## src/sv/icf_pkg.sv

```systemverilog
package icf_pkg;

    localparam int unsigned CORDIC_STEPS = 16;
    localparam int unsigned CNT_W = (CORDIC_STEPS > 1) ? $clog2(CORDIC_STEPS) : 1;
    localparam int unsigned TAB_IW = 5;
    localparam int unsigned XW = 31;
    localparam int unsigned ZW = 26;
    localparam int unsigned CFG_IW = 2;
    localparam int unsigned CFG_DW = 17;

    localparam logic [CFG_IW-1:0] CFG_GYRO_GAIN = 2'd0;
    localparam logic [CFG_IW-1:0] CFG_BLEND_ALPHA = 2'd1;
    localparam logic [CFG_IW-1:0] CFG_MAG_LOW = 2'd2;
    localparam logic [CFG_IW-1:0] CFG_MAG_HIGH = 2'd3;

    localparam logic [15:0] GAIN_RESET = 16'd10;
    localparam logic [15:0] ALPHA_RESET = 16'd64225;
    localparam logic [16:0] MAG_LOW_RESET = 17'd8192;
    localparam logic [16:0] MAG_HIGH_RESET = 17'd32768;

    localparam logic signed [ZW-1:0] DEG90 = 26'sd5898240;

    typedef struct packed {
        logic signed [15:0] accel_x;
        logic signed [15:0] accel_y;
        logic signed [15:0] accel_z;
        logic signed [15:0] gyro_x;
        logic signed [15:0] gyro_y;
    } in_item_t;

    typedef struct packed {
        logic signed [31:0] pitch;
        logic signed [31:0] roll;
        logic               corrected;
    } out_item_t;

    typedef struct packed {
        logic             load_in;
        logic             prep;
        logic             integ;
        logic             step;
        logic [CNT_W-1:0] step_idx;
        logic             blend_mul;
        logic             blend_sum;
        logic             out_load;
    } icf_cmd_t;

    function automatic logic signed [ZW-1:0] atan_entry(input logic [TAB_IW-1:0] idx);
        logic signed [ZW-1:0] r;
        unique case (idx)
            5'd0:    r = 26'sd2949120;
            5'd1:    r = 26'sd1740967;
            5'd2:    r = 26'sd919879;
            5'd3:    r = 26'sd466945;
            5'd4:    r = 26'sd234379;
            5'd5:    r = 26'sd117304;
            5'd6:    r = 26'sd58666;
            5'd7:    r = 26'sd29335;
            5'd8:    r = 26'sd14668;
            5'd9:    r = 26'sd7334;
            5'd10:   r = 26'sd3667;
            5'd11:   r = 26'sd1833;
            5'd12:   r = 26'sd917;
            5'd13:   r = 26'sd458;
            5'd14:   r = 26'sd229;
            5'd15:   r = 26'sd115;
            5'd16:   r = 26'sd57;
            5'd17:   r = 26'sd29;
            5'd18:   r = 26'sd14;
            5'd19:   r = 26'sd7;
            5'd20:   r = 26'sd4;
            5'd21:   r = 26'sd2;
            5'd22:   r = 26'sd1;
            default: r = 26'sd0;
        endcase
        return r;
    endfunction

    function automatic logic signed [31:0] sat32(input logic signed [33:0] v);
        logic signed [31:0] r;
        if (v > 34'sd2147483647) begin
            r = 32'sh7fffffff;
        end else if (v < -34'sd2147483648) begin
            r = 32'sh80000000;
        end else begin
            r = v[31:0];
        end
        return r;
    endfunction

    function automatic logic signed [XW-1:0] scale_in(input logic signed [15:0] v);
        return {{(XW-28){v[15]}}, v, 12'h000};
    endfunction

    function automatic logic [16:0] abs17(input logic signed [15:0] v);
        logic signed [16:0] e;
        e = 17'(v);
        return v[15] ? 17'(-e) : 17'(e);
    endfunction

endpackage

```

## src/sv/icf_ctrl.sv

```systemverilog
module icf_ctrl (
    input  logic              aclk,
    input  logic              aresetn,
    input  logic              s_valid,
    output logic              s_ready,
    output logic              m_valid,
    input  logic              m_ready,
    output icf_pkg::icf_cmd_t cmd
);
    import icf_pkg::*;

    localparam logic [2:0] S_IDLE = 3'd0;
    localparam logic [2:0] S_PREP = 3'd1;
    localparam logic [2:0] S_CORD = 3'd2;
    localparam logic [2:0] S_MUL  = 3'd3;
    localparam logic [2:0] S_SUM  = 3'd4;
    localparam logic [2:0] S_OUT  = 3'd5;

    localparam logic [CNT_W-1:0] CNT_LAST = CNT_W'(CORDIC_STEPS - 1);

    logic [2:0]       state_reg, state_next;
    logic [CNT_W-1:0] cnt_reg, cnt_next;
    logic             m_valid_reg, m_valid_next;
    logic             out_free;

    assign out_free = !m_valid_reg || m_ready;
    assign s_ready  = (state_reg == S_IDLE);
    assign m_valid  = m_valid_reg;

    always_comb begin
        state_next = state_reg;
        cnt_next   = cnt_reg;
        unique case (state_reg)
            S_IDLE: begin
                if (s_valid) begin
                    state_next = S_PREP;
                end
            end
            S_PREP: begin
                state_next = S_CORD;
                cnt_next   = '0;
            end
            S_CORD: begin
                if (cnt_reg == CNT_LAST) begin
                    state_next = S_MUL;
                end else begin
                    cnt_next = cnt_reg + 1'b1;
                end
            end
            S_MUL: begin
                state_next = S_SUM;
            end
            S_SUM: begin
                state_next = S_OUT;
            end
            S_OUT: begin
                if (out_free) begin
                    state_next = S_IDLE;
                end
            end
            default: begin
                state_next = S_IDLE;
            end
        endcase
    end

    always_comb begin
        cmd.load_in   = (state_reg == S_IDLE) && s_valid;
        cmd.prep      = (state_reg == S_PREP);
        cmd.step      = (state_reg == S_CORD);
        cmd.integ     = (state_reg == S_CORD) && (cnt_reg == '0);
        cmd.step_idx  = cnt_reg;
        cmd.blend_mul = (state_reg == S_MUL);
        cmd.blend_sum = (state_reg == S_SUM);
        cmd.out_load  = (state_reg == S_OUT) && out_free;
    end

    always_comb begin
        m_valid_next = m_valid_reg;
        if (cmd.out_load) begin
            m_valid_next = 1'b1;
        end else if (m_ready) begin
            m_valid_next = 1'b0;
        end
    end

    always_ff @(posedge aclk) begin
        if (!aresetn) begin
            state_reg   <= S_IDLE;
            cnt_reg     <= '0;
            m_valid_reg <= 1'b0;
        end else begin
            state_reg   <= state_next;
            cnt_reg     <= cnt_next;
            m_valid_reg <= m_valid_next;
        end
    end

endmodule

```

## config.mk

```make
export PLATFORM = sky130hd
export DESIGN_NAME = icf_ctrl
export DESIGN_NICKNAME = d
export VERILOG_FILES = /design/src/sv/icf_pkg.sv /design/src/sv/icf_ctrl.sv
export SDC_FILE = /design/constraint.sdc
export NUM_CORES = 1
export LEC_CHECK = 0
export ABC_AREA = 1
export CAP_MARGIN = 20
export CORE_AREA = 2 2 39 41
export DETAILED_ROUTE_END_ITERATION = 10
export DIE_AREA = 0 0 41 43
export DONT_BUFFER_PORTS = 1
export PLACE_DENSITY = 0.5
export SYNTH_ARGS = -nofsm -noshare
export SYNTH_HDL_FRONTEND = slang
export SYNTH_SLANG_ARGS = --single-unit
```

## constraint.sdc

```tcl
create_clock -name aclk -period 1.5 [get_ports aclk]
set_input_delay 0.075 -clock aclk [delete_from_list [all_inputs] [get_ports aclk]]
set_output_delay 0.075 -clock aclk [all_outputs]
set_load 0.05 [all_outputs]
```

# [Word level (Yosys, flattened, before mapping)]
# Index checks and enable logic that the tools add are counted.
[word_totals] out_inout_bits=13 reg_bits=8
[classes] addsub=1 eq_ne=10 n_reduce_logical=11 n_mux=8
[ops] cell="case mux 3 bit (6 select lines)" count=1
[ops] cell="2-to-1 mux 3 bit" count=3
[ops] cell="case mux 4 bit (2 select lines)" count=1
[ops] cell="equality test 3 x 2 -> 1 bit, second input constant" count=2
[ops] cell="equality test 3 bit, second input constant" count=2
[ops] cell="!= test 2 bit, second input constant" count=3
[ops] cell="adder 4 x 1 -> 4 bit, second input constant" count=1
[ops] cell="equality test 4 bit, second input constant" count=1
[ops] cell="zero test 4 bit" count=1
[ops] cell="2-to-1 mux 4 bit" count=1
[ops] cell="nonzero test 2 bit" count=2
[ops] cell="equality test 3 x 1 -> 1 bit, second input constant" count=1
[ops] cell="logical AND 1 bit" count=3
[ops] cell="zero test 3 bit" count=1
[ops] cell="AND reduction 3 bit" count=1
[ops] cell="2-to-1 mux 1 bit" count=2
[ops] cell="!= test 2 x 1 -> 1 bit, second input constant" count=1
[ops] cell="AND reduction 2 bit" count=1
[ops] cell="zero test 1 bit" count=1
[ops] cell="logical OR 1 bit" count=1

# [Longest topological paths before layout]
[logic_depth] word_depth=4 ltp_mapped=7

# [Worst setup path before layout]
# Ideal clock, no wire load.
[synth_path] path_kind="register -> output" startpoint="register cnt_reg[0]" endpoint="output port cmd[8] in the netlist's numbering" arrival_time_ps=2310 required_ps=1425 path_slack_ps=-885 path_stages_with_launch=5 cell_sequence="dfxtp_1 > inv_1 > ha_1 > inv_1 > nor4_1"
[synth_lines] item="start: declaration" line="icf_ctrl.sv:22" text="logic [CNT_W-1:0] cnt_reg, cnt_next;"
[synth_lines] item="start signal: assignment" line="icf_ctrl.sv:94" text="cnt_reg <= cnt_next;"
[synth_lines] item="end: declaration" line="icf_ctrl.sv:8" text="output icf_pkg::icf_cmd_t cmd"

==> impl_metrics.env <==
export IMPL_drt_total_wl_um=1010
export IMPL_largest_reg_flops=4
export IMPL_wl_per_cell_um=9.90
export IMPL_cts_buffers=3
export IMPL_worstPathRequired_ns=1.42
export IMPL_powerDensity_mw_per_mm2=1410
export IMPL_avgSynthCellArea_um2=6.60
export IMPL_min_from="m_ready"
export IMPL_start_util=0.344
export IMPL_synth_most_common_cell="nor2_1"
export IMPL_rsz0062_at_grt="false"
export IMPL_ys_seq_area_frac=0.337
export IMPL_ant_nets=0
export IMPL_synthFlopType="dfxtp_1"
export IMPL_hold_depth=3
export IMPL_setup_viol=0
export IMPL_gr_total_overflow=0
export IMPL_grt_max_degree=9
export IMPL_post_cts_buffers=0
export IMPL_rr_endpoint="cnt_reg[0]"
export IMPL_place_area_um2=578
export IMPL_drtIter0Drc=4
export IMPL_route_detailed_drc=0
export IMPL_crit_path_start="state_reg[0]"
export IMPL_cts_buffer_depth=2
export IMPL_holdWs_ns=0.0293
export IMPL_synth_nets=78
export IMPL_ys_async_sr_fraction=0
export IMPL_hold_path_end="m_valid"
export IMPL_drive_above_1_share=0.326
export IMPL_grt_usage=0.151
export IMPL_clk_latency_ns=0.26
export IMPL_synthCells=72
export IMPL_fmax_mhz=725
export IMPL_io_buffers=0
export IMPL_gp_congestion=0.711
export IMPL_outcome="complete, no violations"
export IMPL_core_area_mm2=0.00138
export IMPL_synth_top_cells_by_count="nor2_1, inv_1, a21oi_1, dfxtp_1, nand2_1"
export IMPL_vias=477
export IMPL_tightest_slew_ns=0.413
export IMPL_worstSetupStartpointType="flip-flop"
export IMPL_synth_area_leader_cell="dfxtp_1"
export IMPL_synth_seq_cells=8
export IMPL_yosys_warnings=0
export IMPL_io_pins=17
export IMPL_synth_cell_types=17
export IMPL_slew_violations=0
export IMPL_first_pass_iters=4
export IMPL_crit_arrival_ns=1.31
export IMPL_hold_violations=0
export IMPL_die_height_um=43
export IMPL_hpwl_um=796
export IMPL_finalInstanceArea_um2=616
export IMPL_cap_violations=0
export IMPL_synth_edf_count=0
export IMPL_rows=14
export IMPL_grt_pass1_vias=440
export IMPL_synth_top_area_frac=0.337
export IMPL_utilization=0.445
export IMPL_die_area_mm2=0.00176
export IMPL_root_buffer="clkbuf_4"
export IMPL_tritoncts="built"
export IMPL_peakVddDrop_mv=0.803
export IMPL_clock_sinks=8
export IMPL_cts_clk_slew_worst_paths_ns=0.05
export IMPL_synth_area_um2=475
export IMPL_r2r_cells=6
export IMPL_die_width_um=41
export IMPL_p_leak_uw=0.000311
export IMPL_skew_ns=0.00244
export IMPL_cp_max_fo=8
export IMPL_holdCritPathClass="in -> reg"
export IMPL_htree_levels=1
export IMPL_period_minus_slack_ns=1.38
export IMPL_reg2reg_from="cnt_reg[0]"
export IMPL_finalPower_uw=866
export IMPL_fin_crit_sh=0.920
export IMPL_slew_limit_headroom=0.724
export IMPL_critPathKind="reg -> out"
export IMPL_antennaDiodeCount=0
export IMPL_area_growth_pct=29.5
export IMPL_grt_pass1_wl_um=1720
export IMPL_grt_antenna_before_repair=0
export IMPL_vias_per_cell=4.68
export IMPL_ff2ff_setup_slack_ns=0.32
export IMPL_nNetsFinal=94
export IMPL_endpoint_kind="output port"
export IMPL_synthTopCellsByArea="dfxtp_1, nor2_1, inv_1"
==> area by class of cell <==
| cell class | count | area, µm² |
|---|---|---|
| repair buffers | 13 | 100 |
| inverters | 15 | 56.3 |
| clock buffers | 3 | 22.5 |
| flip-flops and latches | 8 | 160 |
| multi-input cells | 47 | 256 |
| fillers | 145 | 768 |
| well taps | 16 | 20.0 |
==> power by group <==
group	internal (µW)	switching (µW)	leakage, µW
Clock	91.8	76.7	0.0000138
Sequential	240	37.1	0.0000653
Combinational	118	303	0.000232
Total	449	417	0.000311
==> layer usage <==
layer / vias to the layer above / part of all wire / global-route usage / wire length (µm)
li1: 257 / - / - / -
met1: 201 / 0.43 / 0.171 / 430
met2: 14 / 0.47 / 0.228 / 475
met3: 5 / 0.068 / 0.0471 / 69
met4: 0 / 0.035 / 0.100 / 35
met5: - / 0 / 0 / 0
==> kinds of logic after synthesis <==
| logic type | after synthesis | synth area share |
|---|---|---|
| AO/OA/AOI/OAI | 11 | 0.121 |
| flip-flops | 8 | 0.337 |
| buffers and inverters | 17 | 0.158 |
| AND/OR/NAND/NOR | 34 | 0.332 |
| adder cells (fa/ha/maj) | 2 | 0.0526 |
==> worst max-delay path by stage <==
stage	to	slack, ns	depth (start not counted)
after detailed placement	cnt_reg[0]	0.34	6
after global placement	cnt_reg[0]	0.32	5
after global routing	cmd[0]	0.03	3
after floorplan	cmd[8]	-0.32	4
final	cmd[0]	0.12	3
after CTS	cmd[8]	0.09	3
==> critical path, stage by stage, from the launching register on <==
cell and delay [ns]:
dfxtp_1 0.51, nand3_1 0.18, a21oi_1 0.15, buf_4 0.21
==> layout by cell type (no fill, tap or decap) <==
master         netlist  layout
nor3_2               0       1
ha_1                 2       2
buf_4                1      12
dlygate4sd3_1        0       1
nor3_1               3       2
o211ai_1             1       1
nand2_1              7       7
clkbuf_4             0       3
nand2_2              1       1
nand3_1              6       5
o21ai_0              2       2
nor2_2               3       3
nand3_2              1       2
nor2_1              12      12
nor4_2               0       1
inv_1               11      10
a21oi_1              8       8
inv_2                4       5
dfxtp_1              8       8
==> per-stage QoR <==
step | setup WS (ns) | std cells | setup TNS, ns
detailed placement | 0.344 | 98 | 0
global placement | 0.323 | 98 | 0
global route | 0.0272 | 102 | 0
finish | 0.120 | 102 | 0
CTS | 0.0861 | 102 | 0
floorplan | -0.320 | 72 | -0.320
==> repair_timing <==
action,4_1_cts,5_1_grt
endpoints found under the setup margin,0,1
hold endpoints to repair,6,0
hold buffers,1,0
resized for setup,0,2
(Power assumes the default switching activity.)
